--- src/hw/rtl/address_range_allocator_defines.svh ---
// ----------------------------------------------------------------------------
// Address range allocator assertion macros
// Shared concurrent assertion forms, clocked on clk with reset rst_n.
// ----------------------------------------------------------------------------
`ifndef ADDRESS_RANGE_ALLOCATOR_DEFINES_SVH
`define ADDRESS_RANGE_ALLOCATOR_DEFINES_SVH

// same-cycle implication
`define ARA_ASSERT_NOW(label, ante, cons, msg) \
    label: assert property (@(posedge clk) disable iff (!rst_n) (ante) |-> (cons)) \
        else $error(msg);

// next-cycle implication
`define ARA_ASSERT_NEXT(label, ante, cons, msg) \
    label: assert property (@(posedge clk) disable iff (!rst_n) (ante) |=> (cons)) \
        else $error(msg);

`endif

--- src/hw/rtl/ara_pkg.sv ---
// ----------------------------------------------------------------------------
// Address range allocator package
// Table sizes, page limit, codes and shared types.
// ----------------------------------------------------------------------------
package ara_pkg;

    localparam int MAX_BLOCKS = 64;
    localparam int ADDR_BITS  = 32;
    localparam int PAGE_BYTES = 4096;

    localparam int IDX_W  = $clog2(MAX_BLOCKS);
    localparam int CNT_W  = $clog2(MAX_BLOCKS + 1);
    localparam int BASE_W = 20;
    localparam int PAGES_W = 21;
    localparam int ID_W   = 6;
    localparam int SW     = 25;

    localparam longint unsigned RAW_LIMIT = (64'd1 << ADDR_BITS) / PAGE_BYTES;
    localparam longint unsigned FIELD_PAGES = 64'd1048576;
    localparam longint unsigned LIMIT_U = (RAW_LIMIT > FIELD_PAGES) ? FIELD_PAGES : RAW_LIMIT;
    localparam logic signed [SW-1:0] PAGE_LIMIT = SW'(LIMIT_U);

    localparam logic [CNT_W-1:0] COUNT_FULL = CNT_W'(MAX_BLOCKS);

    localparam logic [1:0] REQ_ALLOC  = 2'd0;
    localparam logic [1:0] REQ_FREE   = 2'd1;
    localparam logic [1:0] REQ_SWITCH = 2'd2;

    localparam logic [1:0] ST_OK      = 2'd0;
    localparam logic [1:0] ST_NOSPACE = 2'd1;
    localparam logic [1:0] ST_FULL    = 2'd2;
    localparam logic [1:0] ST_UNKNOWN = 2'd3;

    localparam logic CFG_SPACE_BEGIN = 1'b0;
    localparam logic CFG_SPACE_PAGES = 1'b1;

    typedef struct packed {
        logic [BASE_W-1:0]  base;
        logic [PAGES_W-1:0] pages;
        logic [ID_W-1:0]    owner;
    } row_t;

    typedef struct packed {
        logic             en;
        logic [IDX_W-1:0] addr;
        row_t             row;
    } wr_t;

    typedef enum logic [3:0] {
        S_IDLE, S_SCAN_RD, S_SCAN_CHK, S_DISPATCH, S_FIT_RD, S_FIT_CHK,
        S_LIMIT, S_SHIFT_RD, S_SHIFT_WR, S_INS_WR, S_ERASE_RD, S_ERASE_WR,
        S_SWITCH_WR, S_FINISH
    } state_t;

endpackage

--- src/hw/rtl/address_range_allocator.sv ---
// ----------------------------------------------------------------------------
// Address range allocator
// Top-down first-fit page range allocator over an address-sorted row table.
// ----------------------------------------------------------------------------
//  channel | handshake              | payload
//  in      | in_valid / in_stall    | req_type block_id other_id size_pages guard_pages
//  out     | out_valid / out_stall  | address_page status
//  cfg     | cfg_valid / cfg_ready  | cfg_index cfg_data
//
// One request at a time; every table row visit is a read state then a check or write
// state on the single table read port (id scan, downward gap search, shift for insert
// or erase).
// Reset empties the table at once; rows are never cleared.
// Output register holds a result while stalled; the next transfer is taken meanwhile.
// ----------------------------------------------------------------------------
`include "address_range_allocator_defines.svh"

module address_range_allocator (
    input  logic        clk,
    input  logic        rst_n,
    input  logic        in_valid,
    output logic        in_stall,
    input  logic [1:0]  req_type,
    input  logic [5:0]  block_id,
    input  logic [5:0]  other_id,
    input  logic [20:0] size_pages,
    input  logic [20:0] guard_pages,
    output logic        out_valid,
    input  logic        out_stall,
    output logic [19:0] address_page,
    output logic [1:0]  status,
    input  logic        cfg_valid,
    output logic        cfg_ready,
    input  logic        cfg_index,
    input  logic [20:0] cfg_data
);

    localparam int SW = ara_pkg::SW;
    localparam int CW = ara_pkg::CNT_W;
    localparam int IW = ara_pkg::IDX_W;

    ara_pkg::state_t state_reg, state_next;

    logic [19:0]       begin_reg;
    logic [20:0]       space_reg;
    logic [CW-1:0]     count_reg, count_next;
    logic [CW-1:0]     idx_reg, idx_next;
    logic [1:0]        req_reg, req_next;
    logic [5:0]        id_reg, id_next;
    logic [5:0]        other_reg, other_next;
    logic [20:0]       size_reg, size_next;
    logic [20:0]       guard_reg, guard_next;
    logic              hid_reg, hid_next;
    logic [CW-1:0]     hid_idx_reg, hid_idx_next;
    logic              hoth_reg, hoth_next;
    logic [CW-1:0]     hoth_idx_reg, hoth_idx_next;
    ara_pkg::row_t     hrow_reg, hrow_next;
    logic signed [SW-1:0] end_reg, end_next;
    logic signed [SW-1:0] place_reg, place_next;
    logic [CW-1:0]     pos_reg, pos_next;
    logic [19:0]       res_addr_reg, res_addr_next;
    logic [1:0]        res_st_reg, res_st_next;
    logic              out_valid_reg;
    logic [19:0]       out_addr_reg;
    logic [1:0]        out_st_reg;

    ara_pkg::wr_t      wr;
    logic [IW-1:0]     rd_addr;
    ara_pkg::row_t     rd_row;

    logic signed [SW-1:0] begin_s, size_s, guard_s, need_s, end_init;
    logic signed [SW-1:0] rb_s, re_s, gap_s;
    logic fit_ok, first_ok, empty_ok, limit_bad;
    logic in_acc, out_free;

    ara_table u_table (
        .clk     (clk),
        .wr      (wr),
        .rd_addr (rd_addr),
        .rd_row  (rd_row)
    );

    assign begin_s  = $signed({{(SW-20){1'b0}}, begin_reg});
    assign size_s   = $signed({{(SW-21){1'b0}}, size_reg});
    assign guard_s  = $signed({{(SW-21){1'b0}}, guard_reg});
    assign need_s   = size_s + guard_s;
    assign end_init = begin_s + $signed({{(SW-21){1'b0}}, space_reg});
    assign rb_s     = $signed({{(SW-20){1'b0}}, rd_row.base});
    assign re_s     = rb_s + $signed({{(SW-21){1'b0}}, rd_row.pages});
    assign gap_s    = end_reg - re_s;
    assign fit_ok   = gap_s >= need_s;
    assign first_ok = !(rb_s < begin_s + need_s);
    assign empty_ok = !(space_reg < size_reg);
    assign limit_bad = (place_reg >= ara_pkg::PAGE_LIMIT)
                    || (place_reg + size_s > ara_pkg::PAGE_LIMIT);

    assign in_acc   = in_valid && !in_stall;
    assign out_free = !out_valid_reg || !out_stall;
    assign in_stall = (state_reg != ara_pkg::S_IDLE);
    assign cfg_ready = 1'b1;
    assign out_valid = out_valid_reg;
    assign address_page = out_addr_reg;
    assign status = out_st_reg;

    // next state
    always_comb
    begin
        state_next = state_reg;
        case (state_reg)
            ara_pkg::S_IDLE:
                if (in_acc)
                begin
                    state_next = (count_reg == '0) ? ara_pkg::S_DISPATCH : ara_pkg::S_SCAN_RD;
                end
            ara_pkg::S_SCAN_RD:
                state_next = ara_pkg::S_SCAN_CHK;
            ara_pkg::S_SCAN_CHK:
                state_next = (idx_reg + 1'b1 == count_reg) ? ara_pkg::S_DISPATCH
                                                           : ara_pkg::S_SCAN_RD;
            ara_pkg::S_DISPATCH:
                case (req_reg)
                    ara_pkg::REQ_ALLOC:
                        if (count_reg == ara_pkg::COUNT_FULL || hid_reg)
                            state_next = ara_pkg::S_FINISH;
                        else if (count_reg == '0)
                            state_next = empty_ok ? ara_pkg::S_LIMIT : ara_pkg::S_FINISH;
                        else
                            state_next = ara_pkg::S_FIT_RD;
                    ara_pkg::REQ_FREE:
                        if (hid_reg && (hid_idx_reg + 1'b1 < count_reg))
                            state_next = ara_pkg::S_ERASE_RD;
                        else
                            state_next = ara_pkg::S_FINISH;
                    ara_pkg::REQ_SWITCH:
                        if (!hoth_reg || (hid_reg && hid_idx_reg != hoth_idx_reg))
                            state_next = ara_pkg::S_FINISH;
                        else
                            state_next = ara_pkg::S_SWITCH_WR;
                    default:
                        state_next = ara_pkg::S_FINISH;
                endcase
            ara_pkg::S_FIT_RD:
                state_next = ara_pkg::S_FIT_CHK;
            ara_pkg::S_FIT_CHK:
                if (fit_ok)
                    state_next = ara_pkg::S_LIMIT;
                else if (idx_reg == '0)
                    state_next = first_ok ? ara_pkg::S_LIMIT : ara_pkg::S_FINISH;
                else
                    state_next = ara_pkg::S_FIT_RD;
            ara_pkg::S_LIMIT:
                if (limit_bad)
                    state_next = ara_pkg::S_FINISH;
                else if (count_reg > pos_reg)
                    state_next = ara_pkg::S_SHIFT_RD;
                else
                    state_next = ara_pkg::S_INS_WR;
            ara_pkg::S_SHIFT_RD:
                state_next = ara_pkg::S_SHIFT_WR;
            ara_pkg::S_SHIFT_WR:
                state_next = (idx_reg - 1'b1 > pos_reg) ? ara_pkg::S_SHIFT_RD
                                                        : ara_pkg::S_INS_WR;
            ara_pkg::S_INS_WR:
                state_next = ara_pkg::S_FINISH;
            ara_pkg::S_ERASE_RD:
                state_next = ara_pkg::S_ERASE_WR;
            ara_pkg::S_ERASE_WR:
                state_next = (idx_reg + 2'd2 < count_reg) ? ara_pkg::S_ERASE_RD
                                                          : ara_pkg::S_FINISH;
            ara_pkg::S_SWITCH_WR:
                state_next = ara_pkg::S_FINISH;
            ara_pkg::S_FINISH:
                if (out_free)
                    state_next = ara_pkg::S_IDLE;
            default:
                state_next = ara_pkg::S_IDLE;
        endcase
    end

    // datapath and table ports
    always_comb
    begin
        count_next    = count_reg;
        idx_next      = idx_reg;
        req_next      = req_reg;
        id_next       = id_reg;
        other_next    = other_reg;
        size_next     = size_reg;
        guard_next    = guard_reg;
        hid_next      = hid_reg;
        hid_idx_next  = hid_idx_reg;
        hoth_next     = hoth_reg;
        hoth_idx_next = hoth_idx_reg;
        hrow_next     = hrow_reg;
        end_next      = end_reg;
        place_next    = place_reg;
        pos_next      = pos_reg;
        res_addr_next = res_addr_reg;
        res_st_next   = res_st_reg;
        rd_addr       = idx_reg[IW-1:0];
        wr            = '0;
        case (state_reg)
            ara_pkg::S_IDLE:
                if (in_acc)
                begin
                    req_next   = req_type;
                    id_next    = block_id;
                    other_next = other_id;
                    size_next  = size_pages;
                    guard_next = guard_pages;
                    idx_next   = '0;
                    hid_next   = 1'b0;
                    hoth_next  = 1'b0;
                    res_addr_next = '0;
                    res_st_next   = ara_pkg::ST_OK;
                end
            ara_pkg::S_SCAN_CHK:
            begin
                if (!hid_reg && rd_row.owner == id_reg)
                begin
                    hid_next     = 1'b1;
                    hid_idx_next = idx_reg;
                end
                if (!hoth_reg && rd_row.owner == other_reg)
                begin
                    hoth_next     = 1'b1;
                    hoth_idx_next = idx_reg;
                    hrow_next     = rd_row;
                end
                idx_next = idx_reg + 1'b1;
            end
            ara_pkg::S_DISPATCH:
                case (req_reg)
                    ara_pkg::REQ_ALLOC:
                    begin
                        end_next   = end_init;
                        idx_next   = count_reg - 1'b1;
                        place_next = begin_s;
                        pos_next   = '0;
                        if (count_reg == ara_pkg::COUNT_FULL)
                            res_st_next = ara_pkg::ST_FULL;
                        else if (hid_reg)
                            res_st_next = ara_pkg::ST_UNKNOWN;
                        else if (count_reg == '0 && !empty_ok)
                            res_st_next = ara_pkg::ST_NOSPACE;
                    end
                    ara_pkg::REQ_FREE:
                    begin
                        idx_next = hid_idx_reg;
                        if (!hid_reg)
                            res_st_next = ara_pkg::ST_UNKNOWN;
                        else if (!(hid_idx_reg + 1'b1 < count_reg))
                            count_next = count_reg - 1'b1;
                    end
                    ara_pkg::REQ_SWITCH:
                        if (!hoth_reg || (hid_reg && hid_idx_reg != hoth_idx_reg))
                            res_st_next = ara_pkg::ST_UNKNOWN;
                        else
                            res_addr_next = hrow_reg.base;
                    default:
                        res_st_next = ara_pkg::ST_OK;
                endcase
            ara_pkg::S_FIT_CHK:
                if (fit_ok)
                begin
                    place_next = re_s + guard_s;
                    pos_next   = idx_reg + 1'b1;
                end
                else
                begin
                    end_next = rb_s - guard_s;
                    idx_next = idx_reg - 1'b1;
                    if (idx_reg == '0 && !first_ok)
                        res_st_next = ara_pkg::ST_NOSPACE;
                end
            ara_pkg::S_LIMIT:
            begin
                idx_next = count_reg;
                if (limit_bad)
                    res_st_next = ara_pkg::ST_NOSPACE;
            end
            ara_pkg::S_SHIFT_RD:
                rd_addr = IW'(idx_reg - 1'b1);
            ara_pkg::S_SHIFT_WR:
            begin
                wr.en    = 1'b1;
                wr.addr  = idx_reg[IW-1:0];
                wr.row   = rd_row;
                idx_next = idx_reg - 1'b1;
            end
            ara_pkg::S_INS_WR:
            begin
                wr.en           = 1'b1;
                wr.addr         = pos_reg[IW-1:0];
                wr.row.base     = place_reg[19:0];
                wr.row.pages    = size_reg;
                wr.row.owner    = id_reg;
                count_next      = count_reg + 1'b1;
                res_addr_next   = place_reg[19:0];
            end
            ara_pkg::S_ERASE_RD:
                rd_addr = IW'(idx_reg + 1'b1);
            ara_pkg::S_ERASE_WR:
            begin
                wr.en    = 1'b1;
                wr.addr  = idx_reg[IW-1:0];
                wr.row   = rd_row;
                idx_next = idx_reg + 1'b1;
                if (!(idx_reg + 2'd2 < count_reg))
                    count_next = count_reg - 1'b1;
            end
            ara_pkg::S_SWITCH_WR:
            begin
                wr.en        = 1'b1;
                wr.addr      = hoth_idx_reg[IW-1:0];
                wr.row       = hrow_reg;
                wr.row.owner = id_reg;
            end
            default:
                rd_addr = idx_reg[IW-1:0];
        endcase
    end

    always_ff @(posedge clk or negedge rst_n)
    begin
        if (!rst_n)
        begin
            state_reg     <= ara_pkg::S_IDLE;
            count_reg     <= '0;
            begin_reg     <= '0;
            space_reg     <= '0;
            out_valid_reg <= 1'b0;
        end
        else
        begin
            state_reg <= state_next;
            count_reg <= count_next;
            if (cfg_valid && cfg_ready)
            begin
                if (cfg_index == ara_pkg::CFG_SPACE_BEGIN)
                    begin_reg <= cfg_data[19:0];
                else if (cfg_index == ara_pkg::CFG_SPACE_PAGES)
                    space_reg <= cfg_data;
            end
            if (state_reg == ara_pkg::S_FINISH && out_free)
                out_valid_reg <= 1'b1;
            else if (!out_stall)
                out_valid_reg <= 1'b0;
        end
    end

    always_ff @(posedge clk)
    begin
        idx_reg      <= idx_next;
        req_reg      <= req_next;
        id_reg       <= id_next;
        other_reg    <= other_next;
        size_reg     <= size_next;
        guard_reg    <= guard_next;
        hid_reg      <= hid_next;
        hid_idx_reg  <= hid_idx_next;
        hoth_reg     <= hoth_next;
        hoth_idx_reg <= hoth_idx_next;
        hrow_reg     <= hrow_next;
        end_reg      <= end_next;
        place_reg    <= place_next;
        pos_reg      <= pos_next;
        res_addr_reg <= res_addr_next;
        res_st_reg   <= res_st_next;
        if (state_reg == ara_pkg::S_FINISH && out_free)
        begin
            out_addr_reg <= (res_st_reg == ara_pkg::ST_OK) ? res_addr_reg : '0;
            out_st_reg   <= res_st_reg;
        end
    end

    `ARA_ASSERT_NOW(a_count_max, 1'b1, count_reg <= ara_pkg::COUNT_FULL, "row count overflow")
    `ARA_ASSERT_NOW(a_wr_in_range, wr.en, {1'b0, wr.addr} <= count_reg, "write beyond table")
    `ARA_ASSERT_NEXT(a_busy_after_take, in_acc, state_reg != ara_pkg::S_IDLE, "idle after transfer")
    `ARA_ASSERT_NOW(a_fail_zero_addr, out_valid_reg && out_st_reg != ara_pkg::ST_OK,
        out_addr_reg == '0, "address on failed request")

endmodule

--- src/hw/rtl/ara_table.sv ---
// ----------------------------------------------------------------------------
// Address range allocator row table
// Single write port, single read port with registered read data.
// ----------------------------------------------------------------------------
module ara_table (
    input  logic                       clk,
    input  ara_pkg::wr_t               wr,
    input  logic [ara_pkg::IDX_W-1:0]  rd_addr,
    output ara_pkg::row_t              rd_row
);

    ara_pkg::row_t mem [ara_pkg::MAX_BLOCKS];

    always_ff @(posedge clk)
    begin
        if (wr.en)
        begin
            mem[wr.addr] <= wr.row;
        end
    end

    always_ff @(posedge clk)
    begin
        rd_row <= mem[rd_addr];
    end

endmodule
--- config.mk ---
export PLATFORM = sky130hd
export DESIGN_NAME = address_range_allocator
export DESIGN_NICKNAME = d
export VERILOG_FILES = /design/src/hw/rtl/ara_pkg.sv /design/src/hw/rtl/address_range_allocator.sv /design/src/hw/rtl/ara_table.sv
export VERILOG_INCLUDE_DIRS = /design/src /design/src/hw/rtl
export SDC_FILE = /design/constraint.sdc
export NUM_CORES = 2
export LEC_CHECK = 0
export BUFFER_PORTS_ARGS = -buffer_cell sky130_fd_sc_hd__buf_2
export CAP_MARGIN = 20
export CORE_MARGIN = 2
export CORE_UTILIZATION = 25
export DETAILED_ROUTE_END_ITERATION = 8
export SLEW_MARGIN = 20
export SYNTH_ARGS = -nofsm -noshare
export SYNTH_HDL_FRONTEND = slang
export SYNTH_SLANG_ARGS = --single-unit
--- constraint.sdc ---
create_clock -name clk -period 15 [get_ports clk]
set_input_delay 2.25 -clock clk [delete_from_list [all_inputs] [get_ports clk]]
set_output_delay 2.25 -clock clk [all_outputs]
set_load 0.05 [all_outputs]
======== Word-level counts from Yosys, hierarchy flattened ========
Memory sizes are Yosys's and may differ from the RTL's. A register that Yosys moved wholly into a read port is not among the register bits.
Index checks and enable logic that the tools add are counted.
operators by class
  equality and inequality tests ........... 40
  multiplexer cells ....................... 62
  reductions and logical operators ........ 46
  magnitude comparators ................... 9
  bitwise gates (word level) .............. 1
  $add $sub $neg .......................... 14
operators with widths
  operator                                                                           number
  54-bit one-hot mux with 3 select lines                                             1
  25-bit two-way mux                                                                 4
  25-bit one-hot mux with 2 select lines                                             2
  20-bit two-way mux                                                                 3
  20-bit one-hot mux with 3 select lines                                             1
  7-bit two-way mux                                                                  8
  4-bit one-hot mux with 13 select lines                                             1
  20-bit by 21-bit adder with 22-bit output                                          2
  4-bit two-way mux                                                                  11
  7-bit one-hot mux with 6 select lines                                              1
  7-bit one-hot mux with 2 select lines                                              2
  2-bit inequality test, second input constant                                       13
  25-bit by 22-bit adder with 25-bit output                                          1
  25-bit by 22-bit >= comparator with 1-bit output, second input constant            1
  25-bit by 23-bit >= comparator with 1-bit output                                   1
  25-bit by 22-bit greater-than comparator with 1-bit output, second input constant  1
  25-bit by 23-bit subtractor with 25-bit output                                     1
  4-bit equality test, second input constant                                         6
  20-bit by 22-bit adder with 23-bit output                                          1
  22-bit by 21-bit adder with 23-bit output                                          1
  20-bit by 23-bit less-than comparator with 1-bit output                            1
  21-bit by 21-bit adder with 22-bit output                                          1
  2-bit two-way mux                                                                  11
  20-bit by 21-bit subtractor with 22-bit output                                     1
  44 further kinds                                                                   96
storage, ports and cells
  memories ................................ 1
  register bits ........................... 274
  output and inout port bits .............. 25
  RAM bits ................................ 3,008
  input bits .............................. 83
memories
  name         depth  width  rd ports  clocked after Yosys merged registers in  write ports  RTL line         text
  u_table.mem  64     47     1         1                                        1            ara_table.sv:12  ara_pkg::row_t mem [ara_pkg::MAX_BLOCKS];

======== Longest topological paths before layout ========
  depth after elaboration ................. 7
  depth in mapped cells ................... 33

======== By module ========
Synthesis repeated with hierarchy kept, for this count alone.
second synthesis, totals
  cells, all modules ...................... 7,140
  area total of the unflattened synthesis .. 136,505.9 um^2
modules (own cells, without submodules)
  module                   cells each  instances  area each (um^2)
  ara_table                4,889       1          114,805.1
  address_range_allocator  2,251       1          21,700.8

======== Least setup slack after synthesis ========
Ideal clock, no wire load.
  path kind ............................... reg2reg
  from .................................... reg, netlist name u_table.rd_row[27]
  to ...................................... reg end_reg[0], enable pin
  data arrival time ....................... 6.893 ns
  library setup time ...................... 0.435 ns
  path slack .............................. 7.672 ns
  data required time ...................... 14.565 ns
  clock period less this slack ............ 7.328 ns
  path buffers ............................ 0
  cell stages (with the launch flop) ...... 30
  cells stage by stage .................... dfxtp_1 -> ha_1 -> fa_1 -> a21o_1 -> a21oi_1 -> o21bai_1 -> a211o_1 -> nand3_1 -> nand4_1 -> and2_1 -> xor2_1 -> inv_1 -> ha_1 -> a21o_1 -> a21o_1 -> a21oi_1 -> nor2_1 -> or2_2 -> o21ai_0 -> nand2b_1 -> a21oi_1 -> xnor2_1 -> ha_1 -> a21o_1 -> a21o_1 -> a21o_1 -> a2111oi_0 -> a211oi_1 -> o21a_1 -> o21ai_0
on the way
  longest elaborated chain between the ends .. 5
RTL lines
  what                                              RTL line                        text
  20-bit by 21-bit adder with 22-bit output         address_range_allocator.sv:89   assign re_s = rb_s + $signed({{(SW-21){1'b0}}, rd_row.pages});
  25-bit by 23-bit subtractor with 25-bit output    address_range_allocator.sv:90   assign gap_s = end_reg - re_s;
  25-bit by 23-bit >= comparator with 1-bit output  address_range_allocator.sv:91   assign fit_ok = gap_s >= need_s;
  2-bit inequality test (no source line)            -
  3-bit AND reduction (no source line)              -
  end signal, assigned                              address_range_allocator.sv:365  end_reg <= end_next;
  end, declared                                     address_range_allocator.sv:58   logic signed [SW-1:0] end_reg, end_next;
No other way between the ends.
A chain may end at the register's enable or synchronous reset.

======== Worst setup path after layout ========
  from .................................... reg, netlist name u_table.rd_row[28]
  to ...................................... reg idx_reg[4], enable pin
on the way
  longest elaborated chain between the ends .. 5
RTL lines
  what                                              RTL line                        text
  20-bit by 21-bit adder with 22-bit output         address_range_allocator.sv:89
  25-bit by 23-bit subtractor with 25-bit output    address_range_allocator.sv:90
  25-bit by 23-bit >= comparator with 1-bit output  address_range_allocator.sv:91
  2-bit inequality test (no source line)            -
  4-bit AND reduction (no source line)              -
  end signal, assigned                              address_range_allocator.sv:354  idx_reg <= idx_next;
  end, declared                                     address_range_allocator.sv:47   logic [CW-1:0] idx_reg, idx_next;
No other way between the ends.

==> summary.md <==
Clock-pin slew was measured on the worst setup and hold paths at 0.06 ns. Among the stages of the critical path, the cell type that occurs most often is sky130_fd_sc_hd__a21o_1. The largest single stage delay on the critical path is 0.81 ns. At the end of the flow, the number of nets in the layout was 7959. The commonest register cell after synthesis was sky130_fd_sc_hd__edfxtp_1.

The post-cts gate resize count was 0; the count of distinct cell types in the synthesized netlist was 95. The run gives 0.549 mm^2 as the area of the core region. The count of nets left with antenna violations once routing finished came out at 0. The kind of critical path was reg2reg. In this run, the clock network consumes 23.9% of the power.

The first global-routing pass estimated 519000 um of wire. CTS placed an instance of sky130_fd_sc_hd__clkbuf_16 at the clock tree root. Setup TNS: 0 ns. The congestion estimate from routability-driven global placement came to 0.848.

Summed over all nets, the switching power comes to 12.8 mW. The power density relative to cell area came out at 220 mW/mm^2. After synthesis, the share of flip-flops with an asynchronous set or reset is 1.59%. Worst min-delay path class: reg2reg. The cell count after synthesis was 7297. Detailed placement finished with a half-perimeter wire length of 206000 um. The final hold violation count came out at 0.

During synthesis, Yosys emitted a total of 0 warnings. Registers are responsible for 34.4% of the overall power. Summed over all cells, the static leakage comes to 51.7 nW. The run gives 12.4% as the global-route total usage across every layer.

The run gives 0 as the count of final setup violators. The synthesized design contains 3325 register bits. The number of enable flip-flop cells after synthesis came out at 3225. The tools report the maximum level of the CTS H-tree as 5. The area enclosed by the die boundary is 0.558 mm^2. The worst flop-to-flop path startpoint was u_table.rd_row[28]. The run gives 7.73 ns as the worst path arrival time. At the worst endpoint, the required time is 15.58 ns.

In this run the tightest slew margin relative to its limit is 16.7%. The biggest area contributor in the post-synthesis netlist is sky130_fd_sc_hd__edfxtp_1. The worst setup path is launched from a register. The critical path starts at u_table.rd_row[28]. The count of routing violations after the opening detailed-route iteration was 8614. After layout, the minimum clock period comes to 7.15 ns. Excluding fillers, the count of instances in the completed layout stands at 15100.

Clock tree synthesis inserted a total of 348 buffers. The post-synth design cell area was 0.138 mm^2; the post-CTS repair timing setup buffer count was 0. In the routed layout, each cell is associated on average with a via count of 4.79.

The mean area per synthesized cell is 18.9 um^2, and the pin count of the biggest net entering global routing is 114. From synthesis to final layout, the design area changed by 15.5%. Placed instance count: 14500. Global routing finished with a remaining overflow of 0. The layout has 53600 filler cells. The internal power of the cells totals 22.2 mW. The floorplan has 272 rows.

The upper clock frequency limit is 140 MHz. The startpoint of the worst hold path is res_st_reg[1]. Setup repair after global routing left no endpoint under its margin. The initial utilization of the core area, before any placement, comes to 25.1%. Detailed routing inserted a total of 72600 vias. From bottom edge to top edge, the die measures 747 um. The tools report the iteration count of the initial detailed-routing pass as 7. After synthesis, the largest area contributor takes up 70.2% of total cell area.

Net switching is 36.6% of the power. At the pin with the least slew margin, the transition time is 1.24 ns. The number of violations of the max-capacitance limit is 0. The total wirelength of the detailed-routed design is 359000 um.

In this run the count of I/O pins placed on the die edge is 108. The flow ran to the end, and the final reports show no timing, DRC or antenna violations. In the final layout, the share of cells above drive strength 1 is 22.0%. STA classifies the critical path endpoint as a register. After detailed routing, the number of remaining DRC violations is 0. TritonCTS built the clock tree. The tools report the maximum clock insertion buffer count as 4. The number of hold buffers added after CTS was 0. The tools report the number of antenna violations at the first check in global routing as 19. The share of the clock period used by the worst path came out at 47.7%. The clock reaches the later pin of the worst-skew pair after 0.97 ns.

The run gives 3325 as the number of clock sinks. The top fanout value on the critical path came out at 7. The maximum ir drop on the vdd rail came out at 305 uV. The clock tree skew after final layout came out at 0.104 ns.

In this run the horizontal extent of the chip is 747 um. The number of nets in the synthesized netlist is 7654. The number of pins exceeding their max-slew limit in the final report was 0; the wire length per cell after detailed routing was 23.7 um. The slowest stage of the critical path is the sky130_fd_sc_hd__a2111oi_1 cell. By area the synthesized netlist is led by sky130_fd_sc_hd__edfxtp_1 (70%), sky130_fd_sc_hd__mux4_2 (12%), sky130_fd_sc_hd__ha_1 (2.4%). In this run the tool buffered the top-level ports with 106 buffer cells. The register with the most flip-flops in the layout has 3008 of them. The run gives 73300 as the via count of the first global-routing pass. The combinational power share is 41.7%. Sequential elements use 71.8% of the synthesized area.
[synth_stat cells (47+ instances only)]
| library cell | instances |
|---|---|
| sky130_fd_sc_hd__mux4_2 | 752 |
| sky130_fd_sc_hd__nor2b_1 | 223 |
| sky130_fd_sc_hd__a211oi_1 | 346 |
| sky130_fd_sc_hd__nand3_1 | 59 |
| sky130_fd_sc_hd__edfxtp_1 | 3225 |
| sky130_fd_sc_hd__dfrtp_1 | 53 |
| sky130_fd_sc_hd__a21oi_1 | 339 |
| sky130_fd_sc_hd__o21ai_0 | 123 |
| sky130_fd_sc_hd__buf_4 | 53 |
| sky130_fd_sc_hd__ha_1 | 266 |
| sky130_fd_sc_hd__mux2i_1 | 196 |
| sky130_fd_sc_hd__nand2_1 | 146 |
| sky130_fd_sc_hd__nor2_1 | 203 |
| sky130_fd_sc_hd__inv_1 | 192 |
| sky130_fd_sc_hd__xnor2_1 | 110 |
| sky130_fd_sc_hd__a21o_1 | 62 |
| sky130_fd_sc_hd__buf_2 | 96 |
| sky130_fd_sc_hd__clkbuf_1 | 176 |
| sky130_fd_sc_hd__xor2_1 | 67 |
| sky130_fd_sc_hd__dfxtp_1 | 47 |
[power groups by stage]
stage               logic, mW  clock network, mW  registers (mW)
detailed placement       14.6                  0            12.2
global route             15.9               8.87            12.1
finish                   14.6               8.38            12.1
CTS                      14.6               8.53            12.0
global placement         14.4                  0            12.2
floorplan                10.3                  0            12.0
[cells in the final DEF, fill, tap and decap left out, types with 32 or more instances in the layout]
master,netlist,routed
sky130_fd_sc_hd__a21oi_1,339,337
sky130_fd_sc_hd__clkbuf_1,176,58
sky130_fd_sc_hd__buf_2,96,106
sky130_fd_sc_hd__a211oi_1,346,337
sky130_fd_sc_hd__dfrtp_1,53,53
sky130_fd_sc_hd__nand3_1,59,59
sky130_fd_sc_hd__dfxtp_1,47,47
sky130_fd_sc_hd__mux4_2,752,752
sky130_fd_sc_hd__buf_4,53,192
sky130_fd_sc_hd__and2_1,37,37
sky130_fd_sc_hd__nor2b_1,223,222
sky130_fd_sc_hd__ha_1,266,266
sky130_fd_sc_hd__nor2_1,203,135
sky130_fd_sc_hd__a21o_1,62,62
sky130_fd_sc_hd__o21a_1,35,35
sky130_fd_sc_hd__clkinv_1,1,89
sky130_fd_sc_hd__clkinv_2,0,74
sky130_fd_sc_hd__inv_1,192,176
sky130_fd_sc_hd__nor3_1,33,32
sky130_fd_sc_hd__edfxtp_1,3225,3225
sky130_fd_sc_hd__o21ai_0,123,122
sky130_fd_sc_hd__xnor2_1,110,109
sky130_fd_sc_hd__mux2_2,42,42
sky130_fd_sc_hd__mux2i_1,196,196
sky130_fd_sc_hd__clkbuf_16,0,350
sky130_fd_sc_hd__nor2_4,2,69
sky130_fd_sc_hd__xor2_1,67,67
sky130_fd_sc_hd__nand2_1,146,144
sky130_fd_sc_hd__a222oi_1,42,42
[per-layer routing]
metal | track usage (%) | vias up | part of all wire [%]
met4 | 3.01 | 0 | 2.3
met1 | 17.5 | 38500 | 43
li1 | - | 30600 | -
met2 | 20.0 | 2966 | 47
met5 | 0 | - | 0
met3 | 2.00 | 504 | 7.8
[worst max-delay path: cells and delay by family (launching register included)]
kind | cells | cell delay, ns
and+or+nand+nor | 6 | 1.10
xor gates and xnor gates | 2 | 0.31
adders and majority gates | 3 | 0.77
DFF | 1 | 0.48
AOI/OAI and AO/OA | 16 | 3.78
buffers and inverters | 3 | 0.41
[stage by stage]
step	hold slack, ns	power [mW]	setup WS (ns)	area, um^2	utilization, %
6_report	0.455	35.1	7.85	159000	29.0
5_1_grt	0.474	36.9	7.27	159000	29.0
4_1_cts	0.453	35.2	7.74	159000	29.0
3_5_place_dp	0.458	26.8	7.78	148000	27.0
3_3_place_gp	0.447	26.6	7.42	148000	27.0
2_1_floorplan	0.427	22.3	7.67	138000	-
[worst paths after layout]
path,endpoint,slack (ns),cells past startpoint
max in group asynchronous,count_reg[1],12.94,2
min,status[1],0.45,0
min reg2reg,status[1],0.45,0
max,idx_reg[4],7.85,30
max reg2reg,idx_reg[4],7.85,30
min in group asynchronous,begin_reg[4],1.49,2
[cell families (layout without fill, tap and decap cells)]
| kind of cell | after synthesis | count (layout) | synth area share (%) |
|---|---|---|---|
| fa+ha+maj | 274 | 274 | 2.53 |
| flops | 3325 | 3325 | 71.8 |
| mux | 990 | 990 | 14.0 |
| buf+inv | 553 | 1136 | 1.76 |
| compound gates | 1142 | 1142 | 5.59 |
| other cells | 1 | 5 | 0.00272 |
| xor+xnor | 179 | 179 | 1.15 |
| simple gates | 833 | 833 | 3.11 |
[area by class of cell]
type                    instances  area (um^2)  area share (%)
diodes                          4         10.0         0.00628
clock buffers                 409         8990            5.64
multi-input cells            3419        37100            23.3
well taps                    7261         9080            5.70
flip-flops and latches       3325        99100            62.2
inverters                     194          731           0.458
clock inverters               219         2060            1.29
repair buffers                314         2270            1.42
Power figures use the tool's default switching activity.
